[src/hdl/bae_pkg.sv]
// Shared types and constants for the binary arithmetic encoder.
// Used by bae_front, bae_queue, bae_back and binary_arithmetic_encoder.
// Depends on nothing else.
package bae_pkg;

    // Operation codes carried by an input request.
    localparam logic OP_ENCODE = 1'b0;
    localparam logic OP_FLUSH  = 1'b1;

    // Interval bounds after reset and after a flush.
    localparam logic [31:0] RESET_LOW  = 32'h0000_0000;
    localparam logic [31:0] RESET_HIGH = 32'hffff_ffff;

    // A request causes at most four bytes.
    localparam int MAX_BYTES = 4;
    localparam int CNT_W     = 3;

    // Default depth of the job queue between front and back.
    localparam int JOB_QUEUE_DEPTH = 2;

    // One unit of work for the back end: the bytes are taken from the top
    // of 'bytes', most significant first, 'count' of them.
    typedef struct packed {
        logic [31:0]      bytes;
        logic [CNT_W-1:0] count;
    } t_job;

endpackage

[src/hdl/bae_front.sv]
// Front end of the encoder: accepts requests, splits the interval and
// normalises the bounds, queueing shared bytes and a flush's last byte.
// Depends on bae_pkg.
module bae_front (
    input  logic                i_clk,
    input  logic                i_rst_n,
    input  logic                i_valid,
    output logic                o_stall,
    input  logic                i_op,
    input  logic [15:0]         i_prob_one,
    input  logic                i_bit_value,
    output logic                o_push,
    output bae_pkg::t_job       o_job,
    input  logic                i_full
);

    localparam logic [1:0] ST_IDLE  = 2'd0;
    localparam logic [1:0] ST_SPLIT = 2'd1;
    localparam logic [1:0] ST_NORM  = 2'd2;

    // Number of leading bytes in which the two bounds agree (0 to 4).
    function automatic logic [bae_pkg::CNT_W-1:0] shared_bytes(input logic [31:0] x);
        logic [bae_pkg::CNT_W-1:0] n;
        if (x[31:24] != 8'h00) begin
            n = 3'd0;
        end else if (x[23:16] != 8'h00) begin
            n = 3'd1;
        end else if (x[15:8] != 8'h00) begin
            n = 3'd2;
        end else if (x[7:0] != 8'h00) begin
            n = 3'd3;
        end else begin
            n = 3'd4;
        end
        return n;
    endfunction

    logic [1:0]  r_state, n_state;
    logic [31:0] r_low, n_low;
    logic [31:0] r_high, n_high;
    logic [31:0] r_range, n_range;
    logic        r_op;
    logic        r_bit;
    logic [31:0] r_prod_hi;
    logic [31:0] r_prod_lo;

    logic        w_accept;
    logic [31:0] w_split;
    logic [31:0] w_split_up;
    logic [bae_pkg::CNT_W-1:0] w_shared;
    logic [bae_pkg::CNT_W-1:0] w_flush_n;
    logic [bae_pkg::CNT_W-1:0] w_count;
    logic [5:0]  w_shift;
    logic [31:0] w_low_sh;
    logic [31:0] w_high_sh;
    logic        w_can_go;

    assign o_stall  = (r_state != ST_IDLE);
    assign w_accept = i_valid && !o_stall;

    // Split point; a zero moves the low bound to one above it.
    assign w_split    = r_low + r_prod_hi + {16'h0000, r_prod_lo[31:16]};
    assign w_split_up = w_split + 32'd1;

    assign w_shared  = shared_bytes(r_low ^ r_high);
    assign w_flush_n = (w_shared == 3'd4) ? 3'd3 : w_shared;
    assign w_count   = (r_op == bae_pkg::OP_FLUSH) ? (w_flush_n + 3'd1) : w_shared;
    assign w_shift   = {w_shared, 3'b000};
    assign w_low_sh  = r_low << w_shift;
    assign w_high_sh = ~((~r_high) << w_shift);

    assign w_can_go = (w_count == '0) || !i_full;

    assign o_push      = (r_state == ST_NORM) && (w_count != '0) && !i_full;
    assign o_job.bytes = r_high;
    assign o_job.count = w_count;

    always_comb begin
        n_state = r_state;
        n_low   = r_low;
        n_high  = r_high;
        n_range = r_range;
        case (r_state)
            ST_IDLE: begin
                if (w_accept) begin
                    n_state = ST_SPLIT;
                end
            end
            ST_SPLIT: begin
                if (r_op == bae_pkg::OP_ENCODE) begin
                    if (r_bit) begin
                        n_high = w_split;
                    end else begin
                        n_low = w_split_up;
                    end
                end
                n_state = ST_NORM;
            end
            ST_NORM: begin
                if (w_can_go) begin
                    if (r_op == bae_pkg::OP_FLUSH) begin
                        n_low   = bae_pkg::RESET_LOW;
                        n_high  = bae_pkg::RESET_HIGH;
                        n_range = bae_pkg::RESET_HIGH - bae_pkg::RESET_LOW;
                    end else begin
                        n_low   = w_low_sh;
                        n_high  = w_high_sh;
                        n_range = w_high_sh - w_low_sh;
                    end
                    n_state = ST_IDLE;
                end
            end
            default: begin
                n_state = ST_IDLE;
            end
        endcase
    end

    always_ff @(posedge i_clk) begin
        if (!i_rst_n) begin
            r_state <= ST_IDLE;
            r_low   <= bae_pkg::RESET_LOW;
            r_high  <= bae_pkg::RESET_HIGH;
            r_range <= bae_pkg::RESET_HIGH - bae_pkg::RESET_LOW;
        end else begin
            r_state <= n_state;
            r_low   <= n_low;
            r_high  <= n_high;
            r_range <= n_range;
        end
    end

    // Request payload and the two partial products of range times p.
    always_ff @(posedge i_clk) begin
        if (w_accept) begin
            r_op      <= i_op;
            r_bit     <= i_bit_value;
            r_prod_hi <= {16'h0000, r_range[31:16]} * {16'h0000, i_prob_one};
            r_prod_lo <= {16'h0000, r_range[15:0]} * {16'h0000, i_prob_one};
        end
    end

endmodule

[src/hdl/bae_queue.sv]
// Small first-in first-out queue of byte jobs between front and back.
// Depends on bae_pkg.
module bae_queue #(
    parameter int DEPTH = bae_pkg::JOB_QUEUE_DEPTH
) (
    input  logic          i_clk,
    input  logic          i_rst_n,
    input  logic          i_push,
    input  bae_pkg::t_job i_push_job,
    output logic          o_full,
    input  logic          i_pop,
    output bae_pkg::t_job o_pop_job,
    output logic          o_empty
);

    localparam int IDX_W = (DEPTH > 1) ? $clog2(DEPTH) : 1;
    localparam int FILL_W = $clog2(DEPTH + 1);

    bae_pkg::t_job   r_mem [DEPTH];
    logic [IDX_W-1:0]  r_wr, n_wr;
    logic [IDX_W-1:0]  r_rd, n_rd;
    logic [FILL_W-1:0] r_fill, n_fill;

    assign o_full    = (r_fill == FILL_W'(DEPTH));
    assign o_empty   = (r_fill == '0);
    assign o_pop_job = r_mem[r_rd];

    always_comb begin
        n_wr   = r_wr;
        n_rd   = r_rd;
        n_fill = r_fill;
        if (i_push) begin
            n_wr = (r_wr == IDX_W'(DEPTH - 1)) ? '0 : r_wr + 1'b1;
        end
        if (i_pop) begin
            n_rd = (r_rd == IDX_W'(DEPTH - 1)) ? '0 : r_rd + 1'b1;
        end
        if (i_push && !i_pop) begin
            n_fill = r_fill + 1'b1;
        end else if (i_pop && !i_push) begin
            n_fill = r_fill - 1'b1;
        end
    end

    always_ff @(posedge i_clk) begin
        if (!i_rst_n) begin
            r_wr   <= '0;
            r_rd   <= '0;
            r_fill <= '0;
        end else begin
            r_wr   <= n_wr;
            r_rd   <= n_rd;
            r_fill <= n_fill;
        end
    end

    always_ff @(posedge i_clk) begin
        if (i_push) begin
            r_mem[r_wr] <= i_push_job;
        end
    end

endmodule

[src/hdl/bae_back.sv]
// Back end of the encoder: takes byte jobs from the queue and sends
// the bytes out one per unstalled cycle, marking each job's last byte.
// Depends on bae_pkg.
module bae_back (
    input  logic          i_clk,
    input  logic          i_rst_n,
    input  logic          i_job_valid,
    input  bae_pkg::t_job i_job,
    output logic          o_pop,
    output logic          o_valid,
    input  logic          i_stall,
    output logic [7:0]    o_out_byte,
    output logic          o_last_of_run
);

    logic                      r_valid, n_valid;
    logic [31:0]               r_bytes, n_bytes;
    logic [bae_pkg::CNT_W-1:0] r_left, n_left;
    logic                      w_last;
    logic                      w_free;

    assign w_last = (r_left == 3'd1);
    // The output register is free, or frees up at this edge.
    assign w_free = !r_valid || (!i_stall && w_last);
    assign o_pop  = i_job_valid && w_free;

    assign o_valid       = r_valid;
    assign o_out_byte    = r_bytes[31:24];
    assign o_last_of_run = w_last;

    always_comb begin
        n_valid = r_valid;
        n_bytes = r_bytes;
        n_left  = r_left;
        if (o_pop) begin
            n_valid = 1'b1;
            n_bytes = i_job.bytes;
            n_left  = i_job.count;
        end else if (w_free) begin
            n_valid = 1'b0;
        end else if (!i_stall) begin
            n_bytes = {r_bytes[23:0], 8'h00};
            n_left  = r_left - 3'd1;
        end
    end

    always_ff @(posedge i_clk) begin
        if (!i_rst_n) begin
            r_valid <= 1'b0;
            r_left  <= '0;
        end else begin
            r_valid <= n_valid;
            r_left  <= n_left;
        end
    end

    always_ff @(posedge i_clk) begin
        r_bytes <= n_bytes;
    end

endmodule

[src/hdl/binary_arithmetic_encoder.sv]
// Binary arithmetic encoder with 32-bit interval bounds, top level.
// Instantiates bae_front, bae_queue and bae_back; depends on bae_pkg.
//
// Use: an input request carries i_op, i_prob_one and i_bit_value and is
// taken at a rising edge where i_valid is high and o_stall is low. An encode
// request narrows the interval and yields zero to four bytes; a flush request
// yields the final byte and restarts the coder. Each output request carries
// o_out_byte and o_last_of_run and is taken where o_valid is high and i_stall
// is low; o_last_of_run marks the final byte caused by one input request.
//
// Flow: the front end takes each input request through multiply, split,
// then normalise and enqueue, holding o_stall high until it is back in
// idle, so it accepts no new request before it is through with the last;
// normalise waits while the job queue is full. The job is queued at the
// end of the normalise cycle and loaded into the output register once
// the back end is free. The back end sends one byte a cycle while the
// receiver does not stall, and the job queue lets the front end carry on.
//
// Reset (synchronous, active low) sets the bounds to the full interval and
// empties the queue and output register. While the receiver stalls, the byte
// on offer holds; the queue fills and then the front end holds o_stall high.
module binary_arithmetic_encoder #(
    parameter int QUEUE_DEPTH = bae_pkg::JOB_QUEUE_DEPTH
) (
    input  logic        i_clk,
    input  logic        i_rst_n,
    input  logic        i_valid,
    output logic        o_stall,
    input  logic        i_op,
    input  logic [15:0] i_prob_one,
    input  logic        i_bit_value,
    output logic        o_valid,
    input  logic        i_stall,
    output logic [7:0]  o_out_byte,
    output logic        o_last_of_run
);

    logic          w_push;
    bae_pkg::t_job w_push_job;
    logic          w_full;
    logic          w_pop;
    bae_pkg::t_job w_pop_job;
    logic          w_empty;

    // Front: request acceptance, interval split and normalisation.
    bae_front u_front (
        .i_clk       (i_clk),
        .i_rst_n     (i_rst_n),
        .i_valid     (i_valid),
        .o_stall     (o_stall),
        .i_op        (i_op),
        .i_prob_one  (i_prob_one),
        .i_bit_value (i_bit_value),
        .o_push      (w_push),
        .o_job       (w_push_job),
        .i_full      (w_full)
    );

    // Jobs waiting for the back end.
    bae_queue #(
        .DEPTH (QUEUE_DEPTH)
    ) u_queue (
        .i_clk      (i_clk),
        .i_rst_n    (i_rst_n),
        .i_push     (w_push),
        .i_push_job (w_push_job),
        .o_full     (w_full),
        .i_pop      (w_pop),
        .o_pop_job  (w_pop_job),
        .o_empty    (w_empty)
    );

    // Back: one byte per output request.
    bae_back u_back (
        .i_clk         (i_clk),
        .i_rst_n       (i_rst_n),
        .i_job_valid   (!w_empty),
        .i_job         (w_pop_job),
        .o_pop         (w_pop),
        .o_valid       (o_valid),
        .i_stall       (i_stall),
        .o_out_byte    (o_out_byte),
        .o_last_of_run (o_last_of_run)
    );

endmodule

[config.mk]
export PLATFORM = sky130hd
export DESIGN_NAME = binary_arithmetic_encoder
export DESIGN_NICKNAME = d
export VERILOG_FILES = /design/src/hdl/bae_pkg.sv /design/src/hdl/bae_front.sv /design/src/hdl/bae_queue.sv /design/src/hdl/bae_back.sv /design/src/hdl/binary_arithmetic_encoder.sv
export SDC_FILE = /design/constraint.sdc
export NUM_CORES = 2
export LEC_CHECK = 0
export BUFFER_PORTS_ARGS = -buffer_cell sky130_fd_sc_hd__buf_4
export CAP_MARGIN = 20
export CORE_MARGIN = 10
export CORE_UTILIZATION = 39
export CTS_BUF_LIST = sky130_fd_sc_hd__clkbuf_4
export CTS_CLUSTER_SIZE = 14
export DETAILED_ROUTE_END_ITERATION = 12
export HOLD_SLACK_MARGIN = 0.06
export SKIP_CTS_REPAIR_TIMING = 1
export SYNTH_ARGS = -nofsm -noshare
export SYNTH_HDL_FRONTEND = slang
export SYNTH_SLANG_ARGS = --single-unit
[constraint.sdc]
create_clock -name i_clk -period 9.18 [get_ports i_clk]
set_clock_uncertainty 0.05 [all_clocks]
set_input_delay 1.836 -clock i_clk [delete_from_list [all_inputs] [get_ports i_clk]]
set_output_delay 1.836 -clock i_clk [all_outputs]
set_load 0.005 [all_outputs]
==> run summary <==
Seq/Total Area, Yosys -> 21.3%
Vias in the first global route -> 24700
Global-route wire length before repair -> 140000 µm
Prevailing post-synth register cell -> edfxtp_1
Via Count -> 23800
Kind of end point of the critical path -> flop
Die area -> 0.0924 mm²
Total CTS buffers -> 71
Total placed cells including tap cells -> 4344
Mean Syn Cell Area -> 9.30 µm²
Initial antenna violation count -> 3
Crit start category -> primary input
Clock transition at the registers of the reported paths -> 0.07 ns
Worst hold path class -> flop to flop
Skew-Pair Late Insertion Delay -> 0.76 ns
WHS Endpoint -> u_queue.r_rd
Max_slew headroom -> 25.8%
WHS Path Cells -> 2
Largest area contributor in the netlist -> fa_1
Drt pass-1 iters -> 5
I/O pin total -> 33
Congestion Overflow GR -> 0
Setup violators final -> 0
Final Hold Viols -> 0
Avg WL per Cell -> 19.4 µm
Mapped Area -> 0.0314 mm²
Synth-to-Final Area Change -> 7.13%
Largest net degree at the start of global routing -> 60
Total core area -> 0.0802 mm²
Final WL -> 86900 µm
Non-Filler Instances -> 4478
Fraction of layout cells with a size suffix above 1 -> 6.85%
R2R Path End -> u_front.r_prod_hi[31]
Maxcap violations -> 0
Reg-to-Reg Start -> u_front.r_range[22]
Post-DP HPWL -> 65900 µm
Via-to-Cell Ratio -> 5.31
Clock Tree Buf Depth -> 3
Antenna-violating nets left -> 0
Worst-Margin Slew -> 1.11 ns
R2R setup slack -> 2.03 ns
Peak Freq -> 0.129 GHz
# nets final -> 4072
Critical path peak fanout -> 31
Yosys reg bits -> 259
Yosys warns -> 0
Post-synth EDFFs -> 152
Top post-synthesis cells by count -> inv_1, nand2_1, fa_1
Initial Util -> 39.2%
Arr. time, crit path -> 8.14 ns
R2R cell count -> 23
Count of cell types in the netlist -> 86
Min-delay src -> u_queue.r_rd
Status -> finished clean
Die Y -> 304 µm
GP Congestion -> 0.913
FP Rows -> 104
Clk sinks -> 259
CP Data Required Time -> 9.58 ns
Tcrit/Tclk final -> 84.3%
TritonCTS clock tree -> done
Post-synth ARST share -> 0%
Most frequent cell after synthesis -> inv_1
Clk root buf -> clkbuf_4
Synth top area cells -> fa_1, edfxtp_1, ha_1
Top cell type's share of synthesized area -> 25.8%
Total track usage -> 18.8%
Crit Path Category -> primary input to flop
RSZ-0062 raised after global routing -> no
Post-layout min period -> 7.74 ns
Die X -> 304 µm
Synth Instances -> 3380
Setup TNS -> 0 ns
Syn_nets -> 4093
Iter 0 DRT Violations -> 1489
DRC errors left -> 0
IO Port Bufs -> 32
H-tree levels -> 3
Max-slew violation count -> 0
## stage by stage
stage	util (%)	cell area (µm²)	setup WS, ns	hold slack [ns]
2_1_floorplan	-	31400	1.30	0.420
3_3_place_gp	40.7	32700	0.879	0.446
3_5_place_dp	40.7	32700	0.773	0.454
4_1_cts	42.0	33600	1.55	0.471
5_1_grt	42.0	33700	1.13	0.498
6_report	42.0	33700	1.44	0.466
## layout make-up
cell class / instances / area [µm²]
multi-input combinational: 2470 / 22300
inverter: 488 / 1830
clock inverter: 22 / 168
timing repair buffer: 69 / 543
clock buffer: 109 / 818
antenna: 1 / 2.50
sequential: 259 / 6710
tap: 1060 / 1330
fill: 8076 / 46500
## flip-flops by register name, summed over array words and instances (netlist names), named ones only
signal,count
u_queue.r_mem,70
u_queue.r_wr,1
u_front.r_low,32
u_queue.r_fill,2
u_front.r_bit,1
u_front.r_state,2
u_back.r_bytes,32
u_front.r_prod_hi,32
u_front.r_range,32
u_front.r_op,1
u_front.r_high,32
u_back.o_valid,1
u_back.r_left,3
u_queue.r_rd,1
u_front.r_prod_lo,16
## layer usage
layer  track usage, %  vias up  part of all wire, %
li1                 -    11100                    -
met1             25.5    11800                   45
met2             30.4      740                   46
met3             2.57      140                  5.9
met4             6.44        2                  3.2
met5                0        -                0.015
## critical path: stages
cell and delay (ns):
buf_4 0.36, nand2_1 0.14, fa_1 0.52, fa_1 0.58, fa_1 0.45, fa_1 0.54, inv_1 0.05, fa_1 0.48
inv_1 0.05, fa_1 0.47, inv_1 0.05, ha_1 0.30, nand3_1 0.08, a211oi_1 0.25, a221oi_1 0.22, a31oi_1 0.37
nand4_1 0.25, o21a_1 0.27, a2111oi_0 0.50, o21a_1 0.19, nor2_1 0.05, xnor2_1 0.11
## cells by family (layout without fill, tap and decap cells)
logic type | count (synthesis) | after routing | share of synthesized area, %
mux | 55 | 55 | 1.77
flops | 259 | 259 | 21.3
buf+inv | 651 | 688 | 7.92
xor+xnor | 157 | 157 | 4.46
simple gates | 1012 | 1012 | 15.7
fa+ha+maj | 691 | 691 | 37.2
other cells | 0 | 1 | 0
compound gates | 555 | 555 | 11.6
## cells in the final DEF, fill, tap and decap left out, types with 52 or more instances in the layout
| master | synthesis | final |
|---|---|---|
| inv_1 | 487 | 487 |
| nor2_1 | 141 | 140 |
| buf_4 | 9 | 67 |
| fa_1 | 405 | 405 |
| clkbuf_4 | 0 | 109 |
| and2_1 | 249 | 249 |
| nand2_1 | 437 | 437 |
| xor2_1 | 86 | 86 |
| o21ai_0 | 109 | 108 |
| edfxtp_1 | 152 | 152 |
| ha_1 | 286 | 286 |
| a21o_1 | 52 | 52 |
| a21oi_1 | 126 | 125 |
| dfxtp_1 | 107 | 106 |
| xnor2_1 | 69 | 69 |
## how the worst max path moves through the flow
stage	start	to	slack (ns)	depth (start not counted)
detailed placement	i_prob_one[1]	u_front.r_prod_lo[31]	0.77	22
global route	i_prob_one[1]	u_front.r_prod_lo[31]	1.13	22
floorplan	i_prob_one[1]	u_front.r_prod_hi[31]	1.30	23
global placement	i_prob_one[1]	u_front.r_prod_lo[31]	0.88	22
finish	i_prob_one[1]	u_front.r_prod_lo[31]	1.44	22
CTS	i_prob_one[1]	u_front.r_prod_lo[31]	1.55	22
Power is left out: the tool's default activity adds up to more than one toggle a clock period on the data nets, which glitch-free logic cannot reach.
